## config.mk

```make
export PLATFORM = sky130hd
export DESIGN_NAME = short_varint_codec_unit
export DESIGN_NICKNAME = d
export VERILOG_FILES = /design/src/hdl/svc_pkg.sv /design/src/hdl/short_varint_codec_unit.sv /design/src/hdl/svc_front.sv /design/src/hdl/svc_queue.sv /design/src/hdl/svc_back.sv
export SDC_FILE = /design/constraint.sdc
export NUM_CORES = 1
export LEC_CHECK = 0
export BUFFER_PORTS_ARGS = -buffer_cell sky130_fd_sc_hd__buf_2
export CAP_MARGIN = 20
export CORE_UTILIZATION = 50
export CTS_BUF_LIST = sky130_fd_sc_hd__clkbuf_4 sky130_fd_sc_hd__clkbuf_8
export DETAILED_ROUTE_END_ITERATION = 7
export PLACE_DENSITY = 0.71
export REMOVE_ABC_BUFFERS = 1
export SYNTH_ARGS = -nofsm -noshare
export SYNTH_HDL_FRONTEND = slang
export SYNTH_HIERARCHICAL = 1
export SYNTH_SLANG_ARGS = --single-unit
```

## constraint.sdc

```tcl
create_clock -name clk -period 3.3 [get_ports clk]
set_clock_uncertainty 0.2 [all_clocks]
set_input_delay 0 -clock clk [delete_from_list [all_inputs] [get_ports clk]]
set_output_delay 0 -clock clk [all_outputs]
set_load 0.005 [all_outputs]
```

## src/hdl/svc_pkg.sv

```systemverilog
// ----------------------------------------------------------------------------
// Short varint codec package
// Request and result types, job type and kind codes shared by the codec.
// ----------------------------------------------------------------------------
`default_nettype none

package svc_pkg;

	typedef enum logic [1:0] {
		KIND_BYTE   = 2'd0,
		KIND_VALUE  = 2'd1,
		KIND_REJECT = 2'd2
	} kind_t;

	localparam logic ACTION_ENCODE = 1'b0;
	localparam logic ACTION_DECODE = 1'b1;

	typedef struct packed {
		logic        action;
		logic        is_signed;
		logic [31:0] value;
		logic [7:0]  in_byte;
	} in_t;

	typedef struct packed {
		kind_t       kind;
		logic [7:0]  out_byte;
		logic [31:0] out_value;
		logic [2:0]  code_length;
		logic        last;
	} out_t;

	typedef struct packed {
		kind_t       kind;
		logic [31:0] data;
		logic [2:0]  len;
	} job_t;

endpackage

`default_nettype wire

```

## src/hdl/short_varint_codec_unit.sv

```systemverilog
// ----------------------------------------------------------------------------
// Short varint codec unit
// Encodes values into 1, 2 or 4 byte codes and decodes code bytes into values.
// ----------------------------------------------------------------------------
// Requests enter through a queue-style port: a request is taken on a clock
// edge with push high and full low. Results leave the same way: the oldest
// result sits on the result port while empty is low and is taken on an edge
// with pop high. An encode request gives one result per code byte, or a single
// rejection; a decode request gives a value only on the byte that ends a code.
// A request can be taken every cycle while full is low. The front end
// classifies it in the cycle it is taken and writes a job into the job queue;
// the back end turns the oldest job into one result per cycle while the output
// register is empty or popped; a result passes through the job queue and the
// output register. Results drain at one per cycle while pop stays high, so a
// stream of multi-byte encodes runs at the rate set by their byte count.
// When pop stays low, the output register holds, the job queue fills and
// full rises; full falls again as soon as a job leaves the queue.
// Reset clears the decoder state, the job queue and the output register's valid flag.
// ----------------------------------------------------------------------------
`default_nettype none

module short_varint_codec_unit #(
	parameter int QUEUE_DEPTH = 4
) (
	input  wire logic          clk,
	input  wire logic          arst_n,
	input  wire logic          push,
	output logic               full,
	input  wire svc_pkg::in_t  item,
	output logic               empty,
	input  wire logic          pop,
	output svc_pkg::out_t      result
);

	logic          accept;
	logic          job_valid;
	svc_pkg::job_t job;
	svc_pkg::job_t head;
	logic          head_avail;
	logic          head_take;

	assign accept = push && !full;

	svc_front u_front (
		.clk       (clk),
		.arst_n    (arst_n),
		.item      (item),
		.accept    (accept),
		.job_valid (job_valid),
		.job       (job)
	);

	svc_queue #(
		.DEPTH (QUEUE_DEPTH)
	) u_queue (
		.clk     (clk),
		.arst_n  (arst_n),
		.wr_en   (job_valid),
		.wr_data (job),
		.full    (full),
		.rd_en   (head_take),
		.rd_data (head),
		.nempty  (head_avail)
	);

	svc_back u_back (
		.clk       (clk),
		.arst_n    (arst_n),
		.job       (head),
		.job_avail (head_avail),
		.job_take  (head_take),
		.result    (result),
		.empty     (empty),
		.pop       (pop)
	);

endmodule

`default_nettype wire

```

## src/hdl/svc_front.sv

```systemverilog
// ----------------------------------------------------------------------------
// Short varint codec front end
// Classifies each request, sizes encodes and runs the byte-wise decoder.
// ----------------------------------------------------------------------------
`default_nettype none

module svc_front (
	input  wire logic          clk,
	input  wire logic          arst_n,
	input  wire svc_pkg::in_t  item,
	input  wire logic          accept,
	output logic               job_valid,
	output svc_pkg::job_t      job
);

	logic [1:0]  phase_q;
	logic [29:0] partial_q;
	logic        smode_q;
	logic        sign_q;

	logic [31:0] mag;
	logic        neg;
	logic [29:0] code;
	logic        enc_reject;
	logic [2:0]  enc_len;

	logic [1:0]  phase_d;
	logic [29:0] partial_d;
	logic        smode_d;
	logic        sign_d;
	logic        dec_done;
	logic [2:0]  dec_len;
	logic [31:0] dec_value;
	logic [7:0]  b;

	always_comb begin
		neg = item.is_signed & item.value[31];
		mag = neg ? (~item.value + 32'd1) : item.value;
		if (item.is_signed) begin
			enc_reject = (mag[31:29] != 3'd0);
			code       = {mag[28:0], neg};
			if (mag[31:6] == 26'd0) begin
				enc_len = 3'd1;
			end else if (mag[31:13] == 19'd0) begin
				enc_len = 3'd2;
			end else begin
				enc_len = 3'd4;
			end
		end else begin
			enc_reject = (item.value[31:30] != 2'd0);
			code       = item.value[29:0];
			if (item.value[31:7] == 25'd0) begin
				enc_len = 3'd1;
			end else if (item.value[31:14] == 18'd0) begin
				enc_len = 3'd2;
			end else begin
				enc_len = 3'd4;
			end
		end
	end

	always_comb begin
		b         = item.in_byte;
		phase_d   = phase_q;
		partial_d = partial_q;
		smode_d   = smode_q;
		sign_d    = sign_q;
		dec_done  = 1'b0;
		dec_len   = 3'd1;
		case (phase_q)
			2'd0: begin
				smode_d = item.is_signed;
				if (item.is_signed) begin
					sign_d    = b[0];
					partial_d = {24'd0, b[6:1]};
				end else begin
					sign_d    = 1'b0;
					partial_d = {23'd0, b[6:0]};
				end
				dec_done = !b[7];
				dec_len  = 3'd1;
				phase_d  = 2'd1;
			end
			2'd1: begin
				partial_d = partial_q |
					(smode_q ? ({23'd0, b[6:0]} << 6) : ({23'd0, b[6:0]} << 7));
				dec_done = !b[7];
				dec_len  = 3'd2;
				phase_d  = 2'd2;
			end
			2'd2: begin
				partial_d = partial_q |
					(smode_q ? ({22'd0, b} << 13) : ({22'd0, b} << 14));
				phase_d   = 2'd3;
			end
			2'd3: begin
				partial_d = partial_q |
					(smode_q ? ({22'd0, b} << 21) : ({22'd0, b} << 22));
				dec_done  = 1'b1;
				dec_len   = 3'd4;
			end
			default: begin
				phase_d = 2'd0;
			end
		endcase
		dec_value = (smode_d && sign_d) ? (~{2'd0, partial_d} + 32'd1) : {2'd0, partial_d};
	end

	always_comb begin
		job_valid = 1'b0;
		job.kind  = svc_pkg::KIND_BYTE;
		job.data  = 32'd0;
		job.len   = 3'd0;
		if (item.action == svc_pkg::ACTION_ENCODE) begin
			job_valid = accept;
			if (enc_reject) begin
				job.kind = svc_pkg::KIND_REJECT;
			end else begin
				job.data = {2'd0, code};
				job.len  = enc_len;
			end
		end else begin
			job_valid = accept && dec_done;
			job.kind  = svc_pkg::KIND_VALUE;
			job.data  = dec_value;
			job.len   = dec_len;
		end
	end

	always_ff @(posedge clk or negedge arst_n) begin
		if (!arst_n) begin
			phase_q   <= 2'd0;
			partial_q <= 30'd0;
			smode_q   <= 1'b0;
			sign_q    <= 1'b0;
		end else if (accept && item.action == svc_pkg::ACTION_DECODE) begin
			smode_q <= smode_d;
			if (dec_done) begin
				phase_q   <= 2'd0;
				partial_q <= 30'd0;
				sign_q    <= 1'b0;
			end else begin
				phase_q   <= phase_d;
				partial_q <= partial_d;
				sign_q    <= sign_d;
			end
		end
	end

endmodule

`default_nettype wire

```

## src/hdl/svc_queue.sv

```systemverilog
// ----------------------------------------------------------------------------
// Short varint codec job queue
// Small first-in first-out buffer between the front end and the back end.
// ----------------------------------------------------------------------------
`default_nettype none

module svc_queue #(
	parameter int DEPTH = 4
) (
	input  wire logic           clk,
	input  wire logic           arst_n,
	input  wire logic           wr_en,
	input  wire svc_pkg::job_t  wr_data,
	output logic                full,
	input  wire logic           rd_en,
	output svc_pkg::job_t       rd_data,
	output logic                nempty
);

	localparam int PW = (DEPTH > 1) ? $clog2(DEPTH) : 1;
	localparam int CW = $clog2(DEPTH + 1);
	localparam logic [PW-1:0] PTR_LAST = PW'(DEPTH - 1);
	localparam logic [CW-1:0] COUNT_MAX = CW'(DEPTH);

	svc_pkg::job_t mem_q [DEPTH];
	logic [PW-1:0] wr_ptr_q;
	logic [PW-1:0] rd_ptr_q;
	logic [CW-1:0] count_q;

	assign full    = (count_q == COUNT_MAX);
	assign nempty  = (count_q != '0);
	assign rd_data = mem_q[rd_ptr_q];

	always_ff @(posedge clk) begin
		if (wr_en) begin
			mem_q[wr_ptr_q] <= wr_data;
		end
	end

	always_ff @(posedge clk or negedge arst_n) begin
		if (!arst_n) begin
			wr_ptr_q <= '0;
			rd_ptr_q <= '0;
			count_q  <= '0;
		end else begin
			if (wr_en) begin
				wr_ptr_q <= (wr_ptr_q == PTR_LAST) ? '0 : wr_ptr_q + PW'(1);
			end
			if (rd_en) begin
				rd_ptr_q <= (rd_ptr_q == PTR_LAST) ? '0 : rd_ptr_q + PW'(1);
			end
			case ({wr_en, rd_en})
				2'b10:   count_q <= count_q + CW'(1);
				2'b01:   count_q <= count_q - CW'(1);
				default: count_q <= count_q;
			endcase
		end
	end

	assert property (@(posedge clk) disable iff (!arst_n) count_q <= COUNT_MAX)
		else $error("Job queue count exceeds its depth.");

endmodule

`default_nettype wire

```

## src/hdl/svc_back.sv

```systemverilog
// ----------------------------------------------------------------------------
// Short varint codec back end
// Expands queued jobs into output register records, one per cycle unless stalled.
// ----------------------------------------------------------------------------
`default_nettype none

module svc_back (
	input  wire logic           clk,
	input  wire logic           arst_n,
	input  wire svc_pkg::job_t  job,
	input  wire logic           job_avail,
	output logic                job_take,
	output svc_pkg::out_t       result,
	output logic                empty,
	input  wire logic           pop
);

	logic [1:0]    idx_q;
	logic          out_valid_q;
	svc_pkg::out_t out_q;
	logic [1:0]    last_idx;
	logic          load;
	logic          at_last;
	logic [29:0]   code;
	logic [7:0]    byte_sel;
	svc_pkg::out_t next_out;

	assign code     = job.data[29:0];
	assign last_idx = (job.kind == svc_pkg::KIND_BYTE) ? 2'(job.len - 3'd1) : 2'd0;
	assign at_last  = (idx_q == last_idx);
	assign load     = job_avail && (!out_valid_q || pop);
	assign job_take = load && at_last;
	assign empty    = !out_valid_q;
	assign result   = out_q;

	always_comb begin
		case (idx_q)
			2'd0:    byte_sel = (job.len == 3'd1) ? {1'b0, code[6:0]} : {1'b1, code[6:0]};
			2'd1:    byte_sel = (job.len == 3'd2) ? {1'b0, code[13:7]} : {1'b1, code[13:7]};
			2'd2:    byte_sel = code[21:14];
			default: byte_sel = code[29:22];
		endcase
	end

	always_comb begin
		next_out.kind        = job.kind;
		next_out.out_byte    = 8'd0;
		next_out.out_value   = 32'd0;
		next_out.code_length = 3'd0;
		next_out.last        = 1'b1;
		case (job.kind)
			svc_pkg::KIND_BYTE: begin
				next_out.out_byte    = byte_sel;
				next_out.code_length = job.len;
				next_out.last        = at_last;
			end
			svc_pkg::KIND_VALUE: begin
				next_out.out_value   = job.data;
				next_out.code_length = job.len;
			end
			default: begin
				next_out.kind = svc_pkg::KIND_REJECT;
			end
		endcase
	end

	always_ff @(posedge clk) begin
		if (load) begin
			out_q <= next_out;
		end
	end

	always_ff @(posedge clk or negedge arst_n) begin
		if (!arst_n) begin
			idx_q       <= 2'd0;
			out_valid_q <= 1'b0;
		end else begin
			if (load) begin
				idx_q       <= at_last ? 2'd0 : idx_q + 2'd1;
				out_valid_q <= 1'b1;
			end else if (pop) begin
				out_valid_q <= 1'b0;
			end
		end
	end

	assert property (@(posedge clk) disable iff (!arst_n)
		job_avail |-> idx_q <= last_idx)
		else $error("Byte index ran past the end of the current code.");

	assert property (@(posedge clk) disable iff (!arst_n)
		out_valid_q && out_q.kind == svc_pkg::KIND_REJECT |->
		out_q.last && out_q.code_length == 3'd0)
		else $error("Rejection result is not a single final record.");

	assert property (@(posedge clk) disable iff (!arst_n)
		$past(load) && $past(job.kind) == svc_pkg::KIND_BYTE |->
		out_q.last == ($past(idx_q) == $past(last_idx)))
		else $error("Last flag does not match the final byte of the code.");

endmodule

`default_nettype wire

```

### After elaboration in Yosys (flattened, before gate mapping)

Memories as Yosys holds them, arrays and structs flattened.
Index checks and enable logic that the tools add are counted.

* bits in registers: 90
* bits in writable memories: 148
* bits of input ports: 46
* memories kept: 1
* output and inout bits: 48
* logic and storage cells: 108

* bitwise gates (word level): 6
* add/subtract/negate cells: 8
* multiplexer cells: 39
* reduce and logical (&&, ||, !) cells: 26
* eq/ne operators: 14

Memories
* u_queue.mem_q: words 4, bits a word 37, read ports 1, clocked after Yosys merged registers in 0, wr ports 1, RTL line svc_queue.sv:25 `svc_pkg::job_t mem_q [DEPTH];`

Operator list (count)
* $pmux W30 S4: 1
* $mux W30: 3
* $or A30 B30 Y30: 3
* $add A32 B1 Y32 const B: 2
* $mux W32: 2
* $mux W37: 1
* $mux W33: 1
* $not A30 Y32: 1
* $not A32 Y32: 1
* $logic_not A26 Y1: 1
* $logic_not A25 Y1: 1
* $pmux W8 S3: 1
* $mux W22: 1
* $logic_not A19 Y1: 1
* $logic_not A18 Y1: 1
* $mux W8: 2
* $mux W3: 5
* $mux W14: 1
* $eq A2 B2 Y1 const B: 6
* $mux W2: 6
* $pmux W3 S2: 2
* $mux W1: 10
* $eq A2 B1 Y1 const B: 4
* $mux W7: 1
* other kinds (20): 35

### Longest topological paths before layout

Gate-level depths: netlist (run 1).

* depth in word-level cells: 9
* gate-level depth with buffers: 16
* gate-level depth less buffers: 13

### Hierarchy

Netlist (run 1), hierarchy kept.

By module, submodules not included
* svc_queue: area each 5749.3 sq um, times used 1, cells each 232
* svc_front: area each 4639.4 sq um, times used 1, cells each 666
* svc_back: area each 2157.1 sq um, times used 1, cells each 153
* short_varint_codec_unit: area each 13.8 sq um, times used 1, cells each 1

### Least setup slack after synthesis (run 1)

No wires, ideal clock.

* kind: register to register
* start point: reg u_front.phase_q[1]
* end point: mem u_queue/mem_q[0][21] (netlist name), data pin
* stages on the path, launching flop included: 15
* path slack: -327 ps
* required time: 2834 ps
* arrival: 3160 ps
* setup time: 266 ps
* path buffers: 2
* path through: dfrtp_1 inv_1 ha_1 clkbuf_1 or3_1 clkbuf_1 nand3_1 and2_1 ha_1 inv_1 nor4_1 nand3_1 o41ai_1 xor2_1 a22o_1

RTL lines
* start, declared: RTL line svc_front.sv:16 `logic [1:0] phase_q;`
* start signal, assigned: RTL line svc_front.sv:143 `phase_q <= phase_d;`
* end, declared: RTL line svc_queue.sv:25

==> flow_metrics.tcl, run 1 <==
set metrics [dict create \
    min_to "u_queue/mem_q[3][4]" \
    cts.sinks 238 \
    power_density_nw_per_um2 820.4 \
    multi_input_area_um2 5369 \
    whs_path_depth 4 \
    route.detailed.drc 0 \
    end_kind "flip-flop" \
    setup_viol 6 \
    rr_worst_depth 12 \
    cts_max_level 2 \
    dpl_worst_slack_ns -0.2273 \
    pin_count 94 \
    r2r_end "u_queue/mem_q[0][28]" \
    worstHoldPathType "input pin to flip-flop" \
    hp-start "item[9]" \
    antenna_left 0 \
    wl_met1_mm 13.72 \
    highest_layer "met4" \
    fin_util 0.6354 \
    maxSlewViolCount 0 \
    grt_max_degree 66 \
    clock_path_buffers 3 \
    syn_avg_cell_area_um2 11.94 \
    drtIter0Drc 881 \
    viasPerCell 5.987 \
    ys.warnings.count 6 \
    synth_most_common_cell "edfxtp_1" \
    hold_ws_ns -0.0005013 \
    die_w_um 160.5 \
    finalNetCount 1344 \
    grt_pass1_vias 9533 \
    yosys-top-cells-count "194 x edfxtp_1, 81 x nor2_1, 80 x nand2_1" \
    design_area_um2 15540 \
    root_buffer "clkbuf_8" \
    wl_per_cell_um 21.09 \
    ys_seq_elements 238 \
    cp.arrival_ns 3.37 \
    hold_viol_final 3 \
    r2r-start "u_front/phase_q[1]" \
    synth_ff_type "edfxtp_1" \
    critPathKind "flip-flop to flip-flop" \
    firstDrtPassIters 6 \
    finalCriticalPeriod_ns 3.311 \
    start_util 0.5134 \
    r2r_slack_ns -0.01 \
    drive_gt1_frac 0.2987 \
    slew_headroom 0.3742 \
    async_flop_share 0.1849 \
    ir_worst_vdd_mv 0.7168 \
    antenna_found_initial 0 \
    dieArea_um2 25760 \
    areaGrowthSynthToFinish_pct 23.75 \
    clock_latency_ns 0.55 \
    wl_met3_mm 2.808 \
    start_kind "flip-flop" \
    yosysTopAreaCell "edfxtp_1" \
    yosysSeqAreaShare 0.5515 \
    grt_setup_unrepaired "yes" \
    max_freq_mhz 302.1 \
    synth-edff-count 194 \
    synth.distinct_cells 79 \
    cts.reportedPaths.clkPinSlew_ns 0.06 \
    finalCritPeriodShare 1.003 \
    vias 9783 \
    power.total_mw 12.75 \
    grt_pass1_wl_mm 52.87 \
    netlist_area_um2 12560 \
    wirelength_mm 34.46 \
    grt-ovfl-total 0 \
    required_ns 3.36 \
    leakagePower_nw 6.102 \
    synthTopCellsByArea "edfxtp_1 46%, dfrtp_1 8.8%, mux4_2 6.6%" \
    cp_max_fo 7 \
    syn_inst 1052 \
    coreArea_um2 24460 \
    worst_slew_pin_slew_ns 0.9387 \
    grt.total_usage 0.2675 \
    dieHeight_um 160.5 \
    wl_met2_mm 16.57 \
    synth_top_area_frac 0.4638 \
    dpl_cell_area_um2 13970 \
    fillers 1837 \
    failed_checks "negative hold slack, negative setup slack" \
    fin_ws_ns -0.01062 \
    cts_made_buffers 40 \
    gp_congestion 0.9813 \
    io_buffers 93 \
    cap_violations 0 \
    rows 57 \
    status "complete, but fails checks" \
    cts_tree "built" \
    seqCellArea_um2 6929 \
    dpl.hpwl_mm 23.81 \
]
-- metrics by stage --
step / std cells / setup TNS (ns)
6_report: 1634 / -0.04269
5_1_grt: 1633 / -4.997
4_1_cts: 1621 / 0
3_5_place_dp: 1504 / -6.337
3_3_place_gp: 1504 / -3.740
2_1_floorplan: 973 / -23.57
-- flip-flops by register name, indices dropped and copies added (netlist names) --
register	cells
u_queue/rd_ptr_q	2
u_back/idx_q	2
u_front/partial_q	30
u_queue/wr_ptr_q	2
u_back/out_valid_q	1
u_front/smode_q	1
u_queue/mem_q	148
u_front/sign_q	1
u_back/result	46
u_queue/count_q	3
u_front/phase_q	2
-- metal layers --
layer	vias to the layer above	GRT usage
li1	4434	-
met1	4778	0.3522
met2	479	0.4388
met3	92	0.04158
met4	0	0.1208
met5	-	0
-- layout by cell type (no fill, tap or decap), types with 42 or more instances in the layout --
cell,instances
clkbuf_8,45
nand2_1,79
buf_2,93
dfrtp_1,42
buf_4,122
nor2_1,79
o21ai_0,52
edfxtp_1,194
a22o_1,43
a21oi_1,60
-- final cells by class --
type,count,area share
Clock buffer,55,0.04468
Antenna cell,1,0.0001610
Tap cell,324,0.02608
Clock inverter,19,0.007326
Inverter,32,0.007970
Sequential cell,238,0.4458
Timing Repair Buffer,262,0.1225
Multi-Input combinational cell,703,0.3454
-- critical path: stages, from the launching register on --
cell and delay, ns:
dfrtp_1 0.43, inv_2 0.08, ha_4 0.16, or3_4 0.44, nand3_4 0.11, buf_4 0.11, nand4_1 0.12, or4_4 0.52
nor2_2 0.13, buf_6 0.15, a31oi_1 0.11, xor2_1 0.16, a22o_1 0.30
-- worst max path at each step --
stage,depth (start not counted),end,start
3_3_place_gp,14,u_queue/mem_q[0][25],u_front/phase_q[0]
6_report,12,u_queue/mem_q[0][28],u_front/phase_q[1]
5_1_grt,14,u_queue/mem_q[0][28],u_front/phase_q[0]
3_5_place_dp,14,u_queue/mem_q[1][25],u_front/phase_q[0]
2_1_floorplan,12,u_queue/count_q[2],u_queue/rd_ptr_q[0]
4_1_cts,12,u_queue/count_q[2],u_queue/rd_ptr_q[0]
-- kinds of logic after synthesis --
logic type | Yosys count | share of synthesized area
simple gates | 313 | 0.1244
fa+ha+maj | 21 | 0.02152
flops | 238 | 0.5515
buf+inv | 111 | 0.03855
compound gates | 250 | 0.1380
mux | 55 | 0.08139
xor+xnor | 64 | 0.04463
-- timing repair --
item | 4_1_cts | 5_1_grt
hold buffers | 38 | 2
pin swaps | 7 | 14
setup endpoints to repair | 81 | 129
setup buffers | 5 | 9
endpoints found under the hold margin | 141 | 14
resized for setup | 14 | 44
-- report_power, final --
group,switching (mW),internal (mW),total (mW)
Sequential,0.282,4.29,4.57
Combinational,3.07,2.51,5.58
Clock,1.15,1.45,2.60
Note: power is estimated with default switching activity, not from simulation.
==> run 2, diff against run 1 <==
- PLACE_DENSITY: 0.71 -> 0.68
- clock period: 3.3 -> 3.95 ns (I/O delays scaled with it)
==> run 2 against run 1 <==
Effect of this change:
- the flow now finishes without violations
- global-route usage down 0.94 points
- critical path type unchanged
- cell area down 5.9%
- sequential share of layout area up 2.8 points
- critical endpoint is now u_queue/mem_q[0][32]
- critical path depth down 1
==> flow_metrics.tcl, run 2 (synthesis gave the netlist of run 1 again) <==
set metrics [dict create \
    status "complete, no violations" \
    regMostFlops "u_queue/mem_q" \
    start_util 0.5134 \
    dpl_cell_area_um2 13430 \
    finalCritPeriodShare 0.9305 \
    max_freq_mhz 272.1 \
    viasPerCell 6.018 \
    drtIter0Drc 913 \
    path_cells "inv_1 -> ha_2 -> inv_1 -> nand3_1 -> nand4_1 -> or4_1 -> nor2_1 -> buf_4 -> a31oi_1 -> xnor2_1 -> a22o_1" \
    cp.arrival_ns 3.74 \
    worst_slew_pin_slew_ns 0.9247 \
    cts.sinks 238 \
    gp_congestion 0.9516 \
    pin_count 94 \
    finalCriticalPeriod_ns 3.675 \
    vias 9286 \
    fillers 2030 \
    clock_path_buffers 3 \
    critical-path-max-stage-delay_ns 0.73 \
    setup_viol 0 \
    timing.critical_path.mode_cell "inv_1" \
    grt_max_degree 61 \
    grt_pass1_wl_mm 50.84 \
    areaGrowthSynthToFinish_pct 16.47 \
    worstHoldPathType "input pin to flip-flop" \
    cap_violations 0 \
    antenna_left 0 \
    grt_pass1_vias 8848 \
    root_buffer "clkbuf_8" \
    finalNetCount 1254 \
    fin_tns_setup_ns 0 \
    end_kind "flip-flop" \
    leakagePower_nw 5.644 \
    design_area_um2 14630 \
    cp_slowest_cell "or4_1" \
    wirelength_mm 32.80 \
    layout_commonest_cell "edfxtp_1" \
    route.detailed.drc 0 \
    coreArea_um2 24460 \
    grt.total_usage 0.2582 \
    final_cell_mix "194 x edfxtp_1, 93 x buf_2, 81 x nor2_1" \
    cts_made_buffers 40 \
    dieArea_um2 25760 \
    antenna_found_initial 1 \
    cts_tree "built" \
    cts.reportedPaths.clkPinSlew_ns 0.06 \
    hold_viol_final 0 \
    die_w_um 160.5 \
    dieHeight_um 160.5 \
    required_ns 4.01 \
    rows 57 \
    clock_latency_ns 0.54 \
    drive_gt1_frac 0.2199 \
    largest_reg_flops 148 \
    firstDrtPassIters 5 \
    dpl.hpwl_mm 22.71 \
    grt-ovfl-total 0 \
    diodes 0 \
    power_density_nw_per_um2 678.3 \
    start_kind "flip-flop" \
    io_buffers 93 \
    critPathKind "flip-flop to flip-flop" \
    cp_max_fo 12 \
    hold_ws_ns 0.02973 \
    slew_headroom 0.3836 \
    wl_per_cell_um 21.25 \
    grt_setup_unrepaired "no" \
    maxSlewViolCount 0 \
    cts_max_level 2 \
    ir_worst_vdd_mv 0.3219 \
]
## run 2: worst paths after layout
| check | start | endpoint | slack (ns) | depth (start not counted) |
|---|---|---|---|---|
| worst max-delay path | u_front/phase_q[1] | u_queue/mem_q[0][32] | 0.27 | 11 |
| worst min-delay path | item[22] | u_queue/mem_q[1][17] | 0.03 | 4 |
| worst max register to register | u_front/phase_q[1] | u_queue/mem_q[0][32] | 0.27 | 11 |
| worst min register to register | u_queue/count_q[2] | u_queue/count_q[2] | 0.28 | 1 |
| max in group asynchronous | arst_n | u_front/phase_q[0] | 2.18 | 4 |
| min in group asynchronous | arst_n | u_queue/wr_ptr_q[0] | 0.34 | 4 |
## run 2: cell type report
type                    instances  area [um^2]  share of cell area
clock buffers                  55        663.1             0.04533
clock inverters                19        177.7             0.01215
inverters                      32        120.1            0.008211
multi-input cells             703         5164              0.3530
flip-flops and latches        238         6929              0.4737
well taps                     324        405.4             0.02771
repair buffers                172         1169             0.07989
## run 2: power breakdown
| part | switching [mW] | internal [mW] |
|---|---|---|
| Clock | 0.998 | 1.30 |
| Sequential | 0.224 | 3.58 |
| Combinational | 2.25 | 1.57 |
## run 2: routing by layer
layer  wire, um  share of wire  up-vias  track usage
met5          0              0        -            0
met3       2539          0.077       64      0.04985
met1      14180           0.43     4525       0.3632
met4       1095          0.033        0      0.09654
li1           -              -     4255            -
met2      14990           0.46      442       0.3989
## run 2: what timing repair did
action                                  4_1_cts  5_1_grt
setup buffers                                 0        0
endpoints found under the setup margin        0       40
gates resized for setup                       0        4
hold buffers                                 34        0
hold endpoints to repair                    130        0
## run 2: per-stage QoR
stage | instances | total power [mW] | worst slack, ns | util
finish | 1543 | 9.922 | 0.2746 | 0.5980
global route | 1543 | 10.47 | 0.06825 | 0.5980
CTS | 1543 | 9.917 | 0.2085 | 0.5973
detailed placement | 1435 | 7.572 | 0.2156 | 0.5490
floorplan | 973 | 6.200 | -0.7197 | -
global placement | 1434 | 7.505 | 0.2970 | 0.5482
## run 2: critical path, delay by kind of cell (launching register included)
kind,cells,cell delay [ns]
xor gates and xnor gates,1,0.16
and+or+nand+nor,4,1.24
buffers and inverters,3,0.60
AOI/OAI and AO/OA,2,0.41
adders and majority gates,1,0.35
DFF,1,0.43
